$ cat config.mk
export PLATFORM = sky130hd
export DESIGN_NAME = linear_interp_resampler_flat
export DESIGN_NICKNAME = d
export VERILOG_FILES = /design/src/hw/rtl/lir_pkg.sv /design/src/hw/rtl/lir_in_if.sv /design/src/hw/rtl/lir_out_if.sv /design/src/hw/rtl/lir_cfg_if.sv /design/src/hw/rtl/linear_interp_resampler.sv /design/src/flat_wrapper.sv
export SDC_FILE = /design/constraint.sdc
export NUM_CORES = 2
export LEC_CHECK = 0
export ABC_AREA = 1
export BUFFER_PORTS_ARGS = -buffer_cell sky130_fd_sc_hd__buf_4
export CAP_MARGIN = 20
export CELL_PAD_IN_SITES_DETAIL_PLACEMENT = 1
export CELL_PAD_IN_SITES_GLOBAL_PLACEMENT = 2
export CORE_MARGIN = 1.5
export CORE_UTILIZATION = 30
export CTS_BUF_LIST = sky130_fd_sc_hd__clkbuf_4
export CTS_CLUSTER_DIAMETER = 30
export CTS_CLUSTER_SIZE = 30
export DETAILED_ROUTE_END_ITERATION = 7
export GPL_TIMING_DRIVEN = 1
export PLACE_DENSITY = 0.67
export SLEW_MARGIN = 20
export SYNTH_ARGS = -nofsm -noshare
export SYNTH_HDL_FRONTEND = slang
export SYNTH_SLANG_ARGS = --single-unit
$ cat constraint.sdc
create_clock -name clk -period 7.16 [get_ports clk]
set_input_delay 1.432 -clock clk [delete_from_list [all_inputs] [get_ports clk]]
set_output_delay 1.432 -clock clk [all_outputs]
set_load 0.01 [all_outputs]
$ cat src/hw/rtl/lir_pkg.sv
`default_nettype none

package lir_pkg;

    localparam int SAMPLE_W    = 16;
    localparam int RATE_W      = 16;
    localparam int CNT_W       = 16;
    localparam int POS_W       = 32;
    localparam int CFG_INDEX_W = 8;

    localparam int OUT_LIMIT   = 32768;
    localparam int MAX_BLOCK   = 32768;
    localparam int HOLD_DEPTH  = 4;
    localparam int MAX_RESULTS = 12;
    localparam int DATA_STEPS  = 16;
    localparam int FRAC_STEPS  = 4;

    localparam int HOLD_CNT_W  = $clog2(HOLD_DEPTH + 1);
    localparam int HOLD_IDX_W  = $clog2(HOLD_DEPTH);
    localparam int RES_CNT_W   = $clog2(MAX_RESULTS + 1);
    localparam int STEP_W      = $clog2(DATA_STEPS + 1);

    localparam logic [RATE_W-1:0] RATE_LOW  = RATE_W'(8000);
    localparam logic [RATE_W-1:0] RATE_HIGH = RATE_W'(48000);

    localparam logic [CFG_INDEX_W-1:0] REG_SRC_RATE = CFG_INDEX_W'(0);
    localparam logic [CFG_INDEX_W-1:0] REG_DST_RATE = CFG_INDEX_W'(1);

    typedef enum logic [2:0] {
        S_IDLE,
        S_CHECK,
        S_MUL,
        S_DIV_DATA,
        S_DIV_FRAC,
        S_DRAIN,
        S_FINAL
    } state_t;

    function automatic logic [RATE_W-1:0] clamp_rate(input logic [RATE_W-1:0] v);
        logic [RATE_W-1:0] r;
        r = v;
        if (v < RATE_LOW)
        begin
            r = RATE_LOW;
        end
        else if (v > RATE_HIGH)
        begin
            r = RATE_HIGH;
        end
        return r;
    endfunction

endpackage

`default_nettype wire

$ cat src/hw/rtl/lir_in_if.sv
`default_nettype none

interface lir_in_if;
    import lir_pkg::*;

    logic                       valid;
    logic                       ready;
    logic signed [SAMPLE_W-1:0] in_sample;
    logic                       in_last;

    modport source (output valid, in_sample, in_last, input ready);
    modport sink   (input valid, in_sample, in_last, output ready);
endinterface

`default_nettype wire

$ cat src/hw/rtl/lir_out_if.sv
`default_nettype none

interface lir_out_if;
    import lir_pkg::*;

    logic                       valid;
    logic                       ready;
    logic signed [SAMPLE_W-1:0] out_sample;
    logic                       out_last;

    modport source (output valid, out_sample, out_last, input ready);
    modport sink   (input valid, out_sample, out_last, output ready);
endinterface

`default_nettype wire

$ cat src/hw/rtl/lir_cfg_if.sv
`default_nettype none

interface lir_cfg_if;
    import lir_pkg::*;

    logic                   valid;
    logic                   ready;
    logic [CFG_INDEX_W-1:0] index;
    logic [RATE_W-1:0]      data;

    modport source (output valid, index, data, input ready);
    modport sink   (input valid, index, data, output ready);
endinterface

`default_nettype wire

$ cat src/hw/rtl/linear_interp_resampler.sv
// channel     dir   handshake        word
// pcm         in    valid / ready    in_sample[15:0] signed, in_last
// resampled   out   valid / ready    out_sample[15:0] signed, out_last
// cfg         in    valid / ready    index[7:0], data[15:0] (0 src_rate, 1 dst_rate)
//
// for each output it computes, an input word runs a 16-step serial quotient,
// then a 4-step position update in the same divider, and then it releases
// the output words that are due
// reset: rates 8000 hz, block state cleared at once, no clearing pass
// one output register: the sequencer waits only when it is full and not taken
// pcm and cfg are taken only while the sequencer is idle, cfg first
`default_nettype none

module linear_interp_resampler (
    input  logic      clk,
    input  logic      rst_n,
    lir_in_if.sink    pcm,
    lir_out_if.source resampled,
    lir_cfg_if.sink   cfg
);
    import lir_pkg::*;

    state_t state_reg, state_next;

    logic [RATE_W-1:0]          src_rate_reg, src_rate_next;
    logic [RATE_W-1:0]          dst_rate_reg, dst_rate_next;
    logic signed [SAMPLE_W-1:0] prev_reg, prev_next;
    logic signed [SAMPLE_W-1:0] smp_reg, smp_next;
    logic                       last_reg, last_next;
    logic                       take_reg, take_next;
    logic                       pair_reg, pair_next;
    logic                       phase_reg, phase_next;
    logic                       drain_exit_reg, drain_exit_next;
    logic [CNT_W-1:0]           icnt_reg, icnt_next;
    logic [CNT_W-1:0]           ocnt_reg, ocnt_next;
    logic [CNT_W-1:0]           nsi_reg, nsi_next;
    logic [RATE_W-1:0]          frac_reg, frac_next;
    logic                       cap_reg, cap_next;
    logic [POS_W-1:0]           out_pos1_reg, out_pos1_next;
    logic [POS_W-1:0]           out_pos2_reg, out_pos2_next;
    logic [POS_W-1:0]           in_pos_reg, in_pos_next;
    logic signed [SAMPLE_W-1:0] held_reg [HOLD_DEPTH];
    logic signed [SAMPLE_W-1:0] held_next [HOLD_DEPTH];
    logic [HOLD_CNT_W-1:0]      held_cnt_reg, held_cnt_next;
    logic [RATE_W-1:0]          rem_reg, rem_next;
    logic [RATE_W-1:0]          shf_reg, shf_next;
    logic [SAMPLE_W-1:0]        quo_reg, quo_next;
    logic [STEP_W-1:0]          step_reg, step_next;
    logic                       neg_reg, neg_next;
    logic [RES_CNT_W-1:0]       res_cnt_reg, res_cnt_next;
    logic                       out_valid_reg, out_valid_next;
    logic signed [SAMPLE_W-1:0] out_sample_reg, out_sample_next;
    logic                       out_last_reg, out_last_next;

    logic                       in_ready_c;
    logic                       cfg_ready_c;
    logic                       loop_go;
    logic                       ex1;
    logic                       ex2;
    logic                       at_cap;
    logic                       can_emit;
    logic                       emit_en;
    logic                       emit_lst;
    logic                       clear_blk;
    logic [RATE_W-1:0]          cfg_val;
    logic signed [SAMPLE_W:0]   a_ext;
    logic signed [SAMPLE_W:0]   b_ext;
    logic signed [SAMPLE_W:0]   diff;
    logic signed [SAMPLE_W:0]   mag_ext;
    logic [SAMPLE_W-1:0]        mag;
    logic [2*SAMPLE_W-1:0]      prod;
    logic [RATE_W:0]            trial;
    logic                       ge;
    logic [RATE_W-1:0]          rem_step;
    logic [SAMPLE_W-1:0]        quo_step;
    logic signed [SAMPLE_W:0]   q_mag;
    logic signed [SAMPLE_W:0]   q_signed;
    logic signed [SAMPLE_W:0]   val_ext;
    logic [RATE_W:0]            f2;
    logic                       cond0;
    logic                       cond1;

    assign pcm.ready            = in_ready_c;
    assign cfg.ready            = cfg_ready_c;
    assign resampled.valid      = out_valid_reg;
    assign resampled.out_sample = out_sample_reg;
    assign resampled.out_last   = out_last_reg;

    // datapath around the shared divider
    assign a_ext    = (SAMPLE_W + 1)'(prev_reg);
    assign b_ext    = phase_reg ? '0 : (SAMPLE_W + 1)'(smp_reg);
    assign diff     = b_ext - a_ext;
    assign mag_ext  = diff[SAMPLE_W] ? -diff : diff;
    assign mag      = mag_ext[SAMPLE_W-1:0];
    assign prod     = (2 * SAMPLE_W)'(mag) * (2 * SAMPLE_W)'(frac_reg);
    assign trial    = {rem_reg, shf_reg[RATE_W-1]};
    assign ge       = trial >= {1'b0, dst_rate_reg};
    assign rem_step = ge ? RATE_W'(trial - {1'b0, dst_rate_reg}) : trial[RATE_W-1:0];
    assign quo_step = {quo_reg[SAMPLE_W-2:0], ge};
    assign q_mag    = {1'b0, quo_step};
    assign q_signed = neg_reg ? -q_mag : q_mag;
    assign val_ext  = a_ext + q_signed;
    assign f2       = {1'b0, frac_reg} + {1'b0, src_rate_reg};

    // block bookkeeping
    assign cond0    = pair_reg && (({1'b0, nsi_reg} + (CNT_W + 1)'(2)) == {1'b0, icnt_reg});
    assign cond1    = ({1'b0, nsi_reg} + (CNT_W + 1)'(1)) == {1'b0, icnt_reg};
    assign loop_go  = !cap_reg && (held_cnt_reg < HOLD_CNT_W'(HOLD_DEPTH))
                      && (phase_reg ? cond1 : cond0);
    assign ex1      = out_pos1_reg <= in_pos_reg;
    assign ex2      = out_pos2_reg <= in_pos_reg;
    assign at_cap   = ocnt_reg == CNT_W'(OUT_LIMIT - 1);
    assign can_emit = (res_cnt_reg >= RES_CNT_W'(MAX_RESULTS)) || !out_valid_reg
                      || resampled.ready;
    assign cfg_val  = clamp_rate(cfg.data);

    always_comb
    begin
        state_next      = state_reg;
        src_rate_next   = src_rate_reg;
        dst_rate_next   = dst_rate_reg;
        prev_next       = prev_reg;
        smp_next        = smp_reg;
        last_next       = last_reg;
        take_next       = take_reg;
        pair_next       = pair_reg;
        phase_next      = phase_reg;
        drain_exit_next = drain_exit_reg;
        icnt_next       = icnt_reg;
        ocnt_next       = ocnt_reg;
        nsi_next        = nsi_reg;
        frac_next       = frac_reg;
        cap_next        = cap_reg;
        out_pos1_next   = out_pos1_reg;
        out_pos2_next   = out_pos2_reg;
        in_pos_next     = in_pos_reg;
        held_next       = held_reg;
        held_cnt_next   = held_cnt_reg;
        rem_next        = rem_reg;
        shf_next        = shf_reg;
        quo_next        = quo_reg;
        step_next       = step_reg;
        neg_next        = neg_reg;
        res_cnt_next    = res_cnt_reg;
        out_valid_next  = out_valid_reg;
        out_sample_next = out_sample_reg;
        out_last_next   = out_last_reg;
        in_ready_c      = 1'b0;
        cfg_ready_c     = 1'b0;
        emit_en         = 1'b0;
        emit_lst        = 1'b0;
        clear_blk       = 1'b0;

        unique case (state_reg)
            S_IDLE:
            begin
                cfg_ready_c = 1'b1;
                in_ready_c  = !cfg.valid;
                if (cfg.valid)
                begin
                    if (cfg.index == REG_SRC_RATE)
                    begin
                        src_rate_next = cfg_val;
                        clear_blk     = 1'b1;
                    end
                    else if (cfg.index == REG_DST_RATE)
                    begin
                        dst_rate_next = cfg_val;
                        clear_blk     = 1'b1;
                    end
                end
                else if (pcm.valid)
                begin
                    smp_next     = pcm.in_sample;
                    last_next    = pcm.in_last;
                    phase_next   = 1'b0;
                    res_cnt_next = '0;
                    state_next   = S_CHECK;
                    if (icnt_reg < CNT_W'(MAX_BLOCK))
                    begin
                        take_next   = 1'b1;
                        pair_next   = icnt_reg != '0;
                        icnt_next   = icnt_reg + CNT_W'(1);
                        in_pos_next = in_pos_reg + POS_W'(dst_rate_reg);
                    end
                    else
                    begin
                        take_next = 1'b0;
                        pair_next = 1'b0;
                    end
                end
            end

            S_CHECK:
            begin
                if (loop_go)
                begin
                    state_next = S_MUL;
                end
                else if (!phase_reg)
                begin
                    if (take_reg)
                    begin
                        prev_next = smp_reg;
                    end
                    pair_next = 1'b0;
                    if (last_reg)
                    begin
                        phase_next = 1'b1;
                    end
                    else
                    begin
                        drain_exit_next = 1'b1;
                        state_next      = S_DRAIN;
                    end
                end
                else
                begin
                    state_next = S_FINAL;
                end
            end

            S_MUL:
            begin
                rem_next   = prod[2*SAMPLE_W-1:SAMPLE_W];
                shf_next   = prod[SAMPLE_W-1:0];
                quo_next   = '0;
                step_next  = STEP_W'(DATA_STEPS);
                neg_next   = diff[SAMPLE_W];
                state_next = S_DIV_DATA;
            end

            S_DIV_DATA:
            begin
                rem_next  = rem_step;
                shf_next  = shf_reg << 1;
                quo_next  = quo_step;
                step_next = step_reg - STEP_W'(1);
                if (step_reg == STEP_W'(1))
                begin
                    held_next[held_cnt_reg[HOLD_IDX_W-1:0]] = val_ext[SAMPLE_W-1:0];
                    held_cnt_next = held_cnt_reg + HOLD_CNT_W'(1);
                    // position update: quotient below 16, so four steps
                    rem_next   = RATE_W'(f2[RATE_W:FRAC_STEPS]);
                    shf_next   = {f2[FRAC_STEPS-1:0], (RATE_W - FRAC_STEPS)'(0)};
                    quo_next   = '0;
                    step_next  = STEP_W'(FRAC_STEPS);
                    state_next = S_DIV_FRAC;
                end
            end

            S_DIV_FRAC:
            begin
                rem_next  = rem_step;
                shf_next  = shf_reg << 1;
                quo_next  = quo_step;
                step_next = step_reg - STEP_W'(1);
                if (step_reg == STEP_W'(1))
                begin
                    nsi_next        = nsi_reg + CNT_W'(quo_step[FRAC_STEPS-1:0]);
                    frac_next       = rem_step;
                    drain_exit_next = 1'b0;
                    state_next      = S_DRAIN;
                end
            end

            S_DRAIN:
            begin
                if (held_cnt_reg == '0 || cap_reg || (at_cap && !ex1)
                    || (!at_cap && !ex2))
                begin
                    state_next = drain_exit_reg ? S_IDLE : S_CHECK;
                end
                else if (can_emit)
                begin
                    emit_en   = 1'b1;
                    ocnt_next = ocnt_reg + CNT_W'(1);
                    if (at_cap)
                    begin
                        emit_lst      = 1'b1;
                        cap_next      = 1'b1;
                        held_cnt_next = '0;
                    end
                    else
                    begin
                        for (int i = 0; i < HOLD_DEPTH - 1; i++)
                        begin
                            held_next[i] = held_reg[i + 1];
                        end
                        held_cnt_next = held_cnt_reg - HOLD_CNT_W'(1);
                        out_pos1_next = out_pos2_reg;
                        out_pos2_next = out_pos2_reg + POS_W'(src_rate_reg);
                    end
                end
            end

            S_FINAL:
            begin
                if (held_cnt_reg == '0 || cap_reg || !ex1)
                begin
                    clear_blk  = 1'b1;
                    state_next = S_IDLE;
                end
                else if (can_emit)
                begin
                    emit_en  = 1'b1;
                    emit_lst = at_cap || !ex2;
                    for (int i = 0; i < HOLD_DEPTH - 1; i++)
                    begin
                        held_next[i] = held_reg[i + 1];
                    end
                    held_cnt_next = held_cnt_reg - HOLD_CNT_W'(1);
                    ocnt_next     = ocnt_reg + CNT_W'(1);
                    out_pos1_next = out_pos2_reg;
                    out_pos2_next = out_pos2_reg + POS_W'(src_rate_reg);
                    if (at_cap || !ex2)
                    begin
                        clear_blk  = 1'b1;
                        state_next = S_IDLE;
                    end
                end
            end

            default:
            begin
                state_next = S_IDLE;
            end
        endcase

        // output register
        if (resampled.ready)
        begin
            out_valid_next = 1'b0;
        end
        if (emit_en && (res_cnt_reg < RES_CNT_W'(MAX_RESULTS)))
        begin
            out_valid_next  = 1'b1;
            out_sample_next = held_reg[0];
            out_last_next   = emit_lst;
            res_cnt_next    = res_cnt_reg + RES_CNT_W'(1);
        end

        if (clear_blk)
        begin
            prev_next     = '0;
            icnt_next     = '0;
            ocnt_next     = '0;
            nsi_next      = '0;
            frac_next     = '0;
            cap_next      = 1'b0;
            held_cnt_next = '0;
            in_pos_next   = '0;
            out_pos1_next = POS_W'(src_rate_next);
            out_pos2_next = POS_W'(src_rate_next) << 1;
        end
    end

    always_ff @(posedge clk or negedge rst_n)
    begin
        if (!rst_n)
        begin
            state_reg      <= S_IDLE;
            src_rate_reg   <= RATE_LOW;
            dst_rate_reg   <= RATE_LOW;
            prev_reg       <= '0;
            last_reg       <= 1'b0;
            take_reg       <= 1'b0;
            pair_reg       <= 1'b0;
            phase_reg      <= 1'b0;
            drain_exit_reg <= 1'b0;
            icnt_reg       <= '0;
            ocnt_reg       <= '0;
            nsi_reg        <= '0;
            frac_reg       <= '0;
            cap_reg        <= 1'b0;
            out_pos1_reg   <= POS_W'(RATE_LOW);
            out_pos2_reg   <= POS_W'(RATE_LOW) << 1;
            in_pos_reg     <= '0;
            held_cnt_reg   <= '0;
            step_reg       <= '0;
            res_cnt_reg    <= '0;
            out_valid_reg  <= 1'b0;
        end
        else
        begin
            state_reg      <= state_next;
            src_rate_reg   <= src_rate_next;
            dst_rate_reg   <= dst_rate_next;
            prev_reg       <= prev_next;
            last_reg       <= last_next;
            take_reg       <= take_next;
            pair_reg       <= pair_next;
            phase_reg      <= phase_next;
            drain_exit_reg <= drain_exit_next;
            icnt_reg       <= icnt_next;
            ocnt_reg       <= ocnt_next;
            nsi_reg        <= nsi_next;
            frac_reg       <= frac_next;
            cap_reg        <= cap_next;
            out_pos1_reg   <= out_pos1_next;
            out_pos2_reg   <= out_pos2_next;
            in_pos_reg     <= in_pos_next;
            held_cnt_reg   <= held_cnt_next;
            step_reg       <= step_next;
            res_cnt_reg    <= res_cnt_next;
            out_valid_reg  <= out_valid_next;
        end
    end

    always_ff @(posedge clk)
    begin
        smp_reg        <= smp_next;
        held_reg       <= held_next;
        rem_reg        <= rem_next;
        shf_reg        <= shf_next;
        quo_reg        <= quo_next;
        neg_reg        <= neg_next;
        out_sample_reg <= out_sample_next;
        out_last_reg   <= out_last_next;
    end

endmodule

`default_nettype wire

$ cat src/flat_wrapper.sv
// flat-port wrapper written by rule: the top's interface ports become plain ports
module linear_interp_resampler_flat import lir_pkg::*;
  (clk, rst_n, pcm_valid, pcm_in_sample, pcm_in_last, pcm_ready, resampled_valid, resampled_out_sample, resampled_out_last, resampled_ready, cfg_valid, cfg_index, cfg_data, cfg_ready);
  lir_in_if pcm_i ();
  lir_out_if resampled_i ();
  lir_cfg_if cfg_i ();
  input  logic clk;
  input  logic rst_n;
  input wire logic [$bits(pcm_i.valid)-1:0] pcm_valid;
  input wire logic [$bits(pcm_i.in_sample)-1:0] pcm_in_sample;
  input wire logic [$bits(pcm_i.in_last)-1:0] pcm_in_last;
  output wire logic [$bits(pcm_i.ready)-1:0] pcm_ready;
  output wire logic [$bits(resampled_i.valid)-1:0] resampled_valid;
  output wire logic [$bits(resampled_i.out_sample)-1:0] resampled_out_sample;
  output wire logic [$bits(resampled_i.out_last)-1:0] resampled_out_last;
  input wire logic [$bits(resampled_i.ready)-1:0] resampled_ready;
  input wire logic [$bits(cfg_i.valid)-1:0] cfg_valid;
  input wire logic [$bits(cfg_i.index)-1:0] cfg_index;
  input wire logic [$bits(cfg_i.data)-1:0] cfg_data;
  output wire logic [$bits(cfg_i.ready)-1:0] cfg_ready;
  assign pcm_i.valid = pcm_valid;
  assign pcm_i.in_sample = pcm_in_sample;
  assign pcm_i.in_last = pcm_in_last;
  assign pcm_ready = pcm_i.ready;
  assign resampled_valid = resampled_i.valid;
  assign resampled_out_sample = resampled_i.out_sample;
  assign resampled_out_last = resampled_i.out_last;
  assign resampled_i.ready = resampled_ready;
  assign cfg_i.valid = cfg_valid;
  assign cfg_i.index = cfg_index;
  assign cfg_i.data = cfg_data;
  assign cfg_ready = cfg_i.ready;
  linear_interp_resampler u_core (.clk(clk), .rst_n(rst_n), .pcm(pcm_i), .resampled(resampled_i), .cfg(cfg_i));
endmodule
# After elaboration in Yosys (flattened, before gate mapping)
# Index checks and enable logic that the tools add are counted.
[word_totals]
regBits = 375
output_inout_bits = 20
elab_cells = 298
[op_classes]
n_eq_ne = 38
n_bitwise = 3
n_mul = 1
mux = 137
n_reduce_logical = 59
addsub = 17
order_cmp = 11
[ops]
columns = ["cell", "count"]
rows = [
  ["two-way mux 32 bit", 17],
  ["two-way mux 16 bit", 31],
  ["two-way mux 48 bit", 5],
  ["case mux 48 bit (3 select lines)", 1],
  ["case mux 32 bit (2 select lines)", 2],
  ["case mux 16 bit (3 select lines)", 2],
  ["adder 32 x 16 -> 32 bit", 2],
  ["bitwise mux 64 bit", 1],
  ["less-or-equal comparator 32 bit", 2],
  ["two-way mux 64 bit", 1],
  ["two-way mux 3 bit", 18],
  ["case mux 15 bit (3 select lines)", 1],
  ["two-way mux 1 bit", 40],
  ["equality test 17 x 16 -> 1 bit", 2],
  ["adder 16 x 1 -> 16 bit, second input constant", 2],
  ["demux 16 bit (select 2 bit)", 1],
  ["multiplier 16 x 16 -> 32 bit", 1],
  ["negator 16 bit", 2],
  ["case mux 16 bit (2 select lines)", 1],
  ["nonzero test 2 bit", 15],
  ["case mux 3 bit (7 select lines)", 1],
  ["!= test 2 bit, second input constant", 10],
  ["AND reduction 4 bit", 5],
  ["adder 16 x 1 -> 17 bit, second input constant", 1],
  ["53 further kinds", 102],
]

# Depth between registers and ports, before layout
[depth]
depth_word = 10
depth_mapped = 43
mapped_depth_nobuf = 42

# Worst setup path before layout
# OpenSTA, ideal clock, no wires.
[synth_timing]
path_kind = "register -> register"
startpoint = "register u_core.phase_reg"
endpoint = "register u_core.rem_reg[7], data pin"
slack_ns = -0.566
period_less_slack_ns = 7.726
required_ns = 6.901
n_path_buf = 2
stages_incl_launch_ff = 38
arrival_time_ns = 7.466
setup_time_ns = 0.259
cell_sequence = "dfrtp_1 -> clkbuf_1 -> inv_1 -> nand2_1 -> ha_1 -> fa_1 -> nand3b_1 -> nand2_1 -> xnor2_2 -> nand3_1 -> inv_1 -> nand3_1 -> nor2_1 -> nand4_1 -> a21o_1 -> buf_2 -> nand2_4 -> nand2_1 -> [... 2 more ...] -> fa_1 -> inv_1 -> fa_1 -> fa_1 -> inv_1 -> fa_1 -> inv_1 -> ha_1 -> a21oi_1 -> inv_1 -> a31oi_1 -> o21ai_0 -> a31oi_1 -> o21ai_0 -> nand2_1 -> nand3b_1 -> nand3_1 -> nand3_1"
[synth_via]
elab_chain_len = 6
[synth_rtl]
columns = ["item", "line_no", "source"]
rows = [
  ["from (decl)", "linear_interp_resampler.sv:32", "logic phase_reg, phase_next;"],
  ["from (signal assigned)", "linear_interp_resampler.sv:393", "phase_reg <= phase_next;"],
  ["two-way mux 17 bit *", "linear_interp_resampler.sv:91", "assign b_ext = phase_reg ? '0 : (SAMPLE_W + 1)'(smp_reg);"],
  ["subtractor 17 x 16 -> 17 bit *", "linear_interp_resampler.sv:92", "assign diff = b_ext - a_ext;"],
  ["negator 16 bit", "linear_interp_resampler.sv:93", "assign mag_ext = diff[SAMPLE_W] ? -diff : diff;"],
  ["two-way mux 16 bit *", "linear_interp_resampler.sv:93", ""],
  ["multiplier 16 x 16 -> 32 bit *", "linear_interp_resampler.sv:95", "assign prod = (2 * SAMPLE_W)'(mag) * (2 * SAMPLE_W)'(frac_reg);"],
  ["case mux 16 bit (3 select lines) *", "linear_interp_resampler.sv:154", "unique case (state_reg)"],
  ["named net u_core.rem_next[7]", "linear_interp_resampler.sv:45", "logic [RATE_W-1:0] rem_reg, rem_next;"],
  ["to (signal assigned)", "linear_interp_resampler.sv:414", "rem_reg <= rem_next;"],
  ["to (decl)", "linear_interp_resampler.sv:45", ""],
]
# Mark *: on every way through the listed nets, which the timed path passes. The rest lies on a longest branch.
# A chain may end at the register's enable or synchronous reset.

# Worst setup path after layout
[layout_timing]
startpoint = "register u_core.phase_reg"
endpoint = "register u_core.rem_reg[5], data pin"
# Same word-level chain as after synthesis.

==> impl_metrics.env <==
export IMPL_outcome="finished, violations left"
export IMPL_violations="negative setup slack"
export IMPL_path_max_fanout=5
export IMPL_slew_viol_final=0
export IMPL_clkTransAtPathRegs_ns=0.08
export IMPL_stdcell_count=6518
export IMPL_die_h_um=340
export IMPL_core_area_mm2=0.113
export IMPL_maxCapViolations=0
export IMPL_setup_ws_ns=-0.659
export IMPL_yosysSeqAreaShare_pct=29.7
export IMPL_clock_latency_ns=0.97
export IMPL_port_buffers=65
export IMPL_synthFlopType="dfrtp_1"
export IMPL_avgSynthCellArea_um2=7.65
export IMPL_synthCells=4461
export IMPL_ios=66
export IMPL_crit_start="u_core.phase_reg$_DFFE_PN0P_"
export IMPL_synth_cell_type_count=62
export IMPL_worstReg2RegEnd="u_core.rem_reg[5]$_DFFE_PP_"
export IMPL_grt_pass1_wl_mm=198
export IMPL_grt_overflow=0
export IMPL_max_freq_ghz=0.128
export IMPL_setup_viol=21
export IMPL_antenna_found_initial=4
export IMPL_relSlewSlack_pct=33.3
export IMPL_synth_cell_area_mm2=0.0341
export IMPL_ant_nets=0
export IMPL_worstPathArrival_ns=8.50
export IMPL_die_w_um=340
export IMPL_firstDrtPassIters=5
export IMPL_grtUsageTotal_pct=22.1
export IMPL_setup_worst_path_end="u_core.rem_reg[5]$_DFFE_PP_"
export IMPL_clock_root_buffer="clkbuf_4"
export IMPL_syn2layout_area_growth_pct=23.2
export IMPL_drtIter0Drc=1734
export IMPL_hp_class="in2async"
export IMPL_required_ns=7.84
export IMPL_dieArea_mm2=0.116
export IMPL_fin_crit_ns=7.82
export IMPL_cp_end_kind="flip-flop"
export IMPL_totalWireLength_mm=127
export IMPL_r2r_cells=38
export IMPL_grt_max_degree=82
export IMPL_place_inst=6232
export IMPL_clkSinkCount=375
export IMPL_syn_nets=4990
export IMPL_largest_register_ffs=64
export IMPL_rsz0062_at_grt="yes"
export IMPL_drc_errors=0
export IMPL_worstMarginPinSlew_ns=0.999
export IMPL_crit_type="reg2reg"
export IMPL_grt_pass1_vias=33700
export IMPL_wire_per_inst_um=19.5
export IMPL_synth_edff_count=145
export IMPL_fin_skew_ns=0.0951
export IMPL_clockBufferDepth=3
export IMPL_synth_largest_area_cell="dfrtp_1"
export IMPL_cts_hold_buf=0
export IMPL_synth_top_cells_by_area="dfrtp_1 15%, edfxtp_1 13%, fa_1 12%"
export IMPL_viasPerCell=4.88
export IMPL_rows=123
export IMPL_period_share_pct=109
export IMPL_nets=5449
export IMPL_synth_seq_cells=375
export IMPL_hold_viol_final=0
export IMPL_regToRegSetupSlack_ns=-0.66
export IMPL_drive_above_1_share_pct=19.9
export IMPL_cts_tree="built"
export IMPL_critical_path_max_stage_delay_ns=0.53
export IMPL_synthArstFlopShare_pct=61.3
export IMPL_reg2reg_from="u_core.phase_reg$_DFFE_PN0P_"
export IMPL_routed_via_count=31800
export IMPL_numCtsBuffers=105
export IMPL_yosys_warnings=0
export IMPL_start_kind="flip-flop"
export IMPL_cp_slowest_cell="fa_2"
export IMPL_dp_hpwl_mm=100
export IMPL_cts_max_level=3
export IMPL_place_gp_congestion=0.885
export IMPL_start_util_pct=30.3
export IMPL_synth_top_cell_area_share_pct=15.1
## synth_stat cells, types with 16 or more instances
cell type	n
nand3_1	307
edfxtp_1	145
dfstp_2	24
nand4_1	56
dfrtp_1	206
nor3_1	59
o22ai_1	21
fa_1	201
a21oi_1	209
xor2_1	110
o21ai_0	259
buf_2	34
ha_1	282
xnor2_1	37
nor2_1	446
or2_2	16
inv_1	691
clkbuf_1	55
nand2_1	1066
## logic make-up after synthesis
group	synth area share, %
AND/OR/NAND/NOR	24.9
buffers and inverters	9.25
AO/OA/AOI/OAI	9.97
adder cells (fa/ha/maj)	22.1
flip-flops	29.7
XOR/XNOR	3.99
multiplexers	0.0293
## metal layers
metal,global-route usage [%],vias up,share of wire [%]
li1,-,15400,-
met1,30.1,15600,47
met2,35.8,582,46
met3,3.92,191,4.8
met4,5.75,4,2.6
met5,0,-,0.017
## worst max-delay path: cells and delay by family, from the launching register on
kind,cells,cell delay [ns]
AOI/OAI and AO/OA,7,1.03
adders and majority gates,9,3.63
xor gates and xnor gates,1,0.15
and+or+nand+nor,10,1.36
buffers and inverters,11,0.95
DFF,1,0.46
## how the worst min path moves through the flow
stage                                                     to  cells past startpoint  slack (ns)
floorplan           u_core.resampled.out_sample[0]$_DFFE_PP_                      0        0.40
global placement    u_core.resampled.out_sample[8]$_DFFE_PP_                      0        0.40
detailed placement  u_core.resampled.out_sample[1]$_DFFE_PP_                      0        0.41
CTS                          u_core.prev_reg[13]$_DFFE_PN0P_                      1        0.39
global route                 u_core.prev_reg[13]$_DFFE_PN0P_                      1        0.38
finish                       u_core.prev_reg[13]$_DFFE_PN0P_                      1        0.43
## layout make-up
class	count	area, um^2
diodes	5	12.5
clock buffers	121	908
clock inverters	79	703
fillers	13700	70600
inverters	702	2660
multi-input cells	3274	22200
flip-flops and latches	375	10100
well taps	1500	1880
repair buffers	462	3580
## placed cells by master, fill, tap and decap left out, types with 22 or more instances in the layout
| cell | count |
|---|---|
| o21ai_1 | 23 |
| fa_1 | 187 |
| inv_2 | 48 |
| xor2_1 | 108 |
| nand2_2 | 45 |
| clkinv_1 | 31 |
| xnor2_1 | 34 |
| nand3_1 | 284 |
| a21oi_2 | 23 |
| nor2_2 | 35 |
| clkbuf_4 | 121 |
| o21ai_0 | 222 |
| dfstp_2 | 24 |
| nand4_1 | 56 |
| clkinv_2 | 30 |
| dfrtp_1 | 205 |
| buf_4 | 439 |
| nand3_2 | 22 |
| o21ai_2 | 22 |
| nor2_1 | 409 |
| a21oi_1 | 182 |
| nor3_1 | 54 |
| edfxtp_1 | 145 |
| inv_1 | 642 |
| ha_1 | 262 |
| nand2_1 | 1015 |
## stage by stage
stage	util (%)	setup WS [ns]	hold slack (ns)	cell area (um^2)	setup TNS, ns
final	37.3	-0.659	0.430	42100	-8.53
after global routing	37.3	-0.938	0.383	42100	-15.37
after CTS	36.6	-0.545	0.394	41300	-8.87
after detailed placement	34.4	-0.923	0.410	38700	-14.07
after global placement	34.4	-0.820	0.404	38700	-12.23
after floorplan	-	-0.0427	0.400	34500	-0.141
## timing repair
action | CTS | global route
endpoints found under the setup margin | 22 | 27
pin swaps | 42 | 75
buffers inserted | 70 | 21
resized for setup | 139 | 186
Power is not shown: default switching activity piles up to over one toggle a cycle in this logic, so the estimate is an artifact.
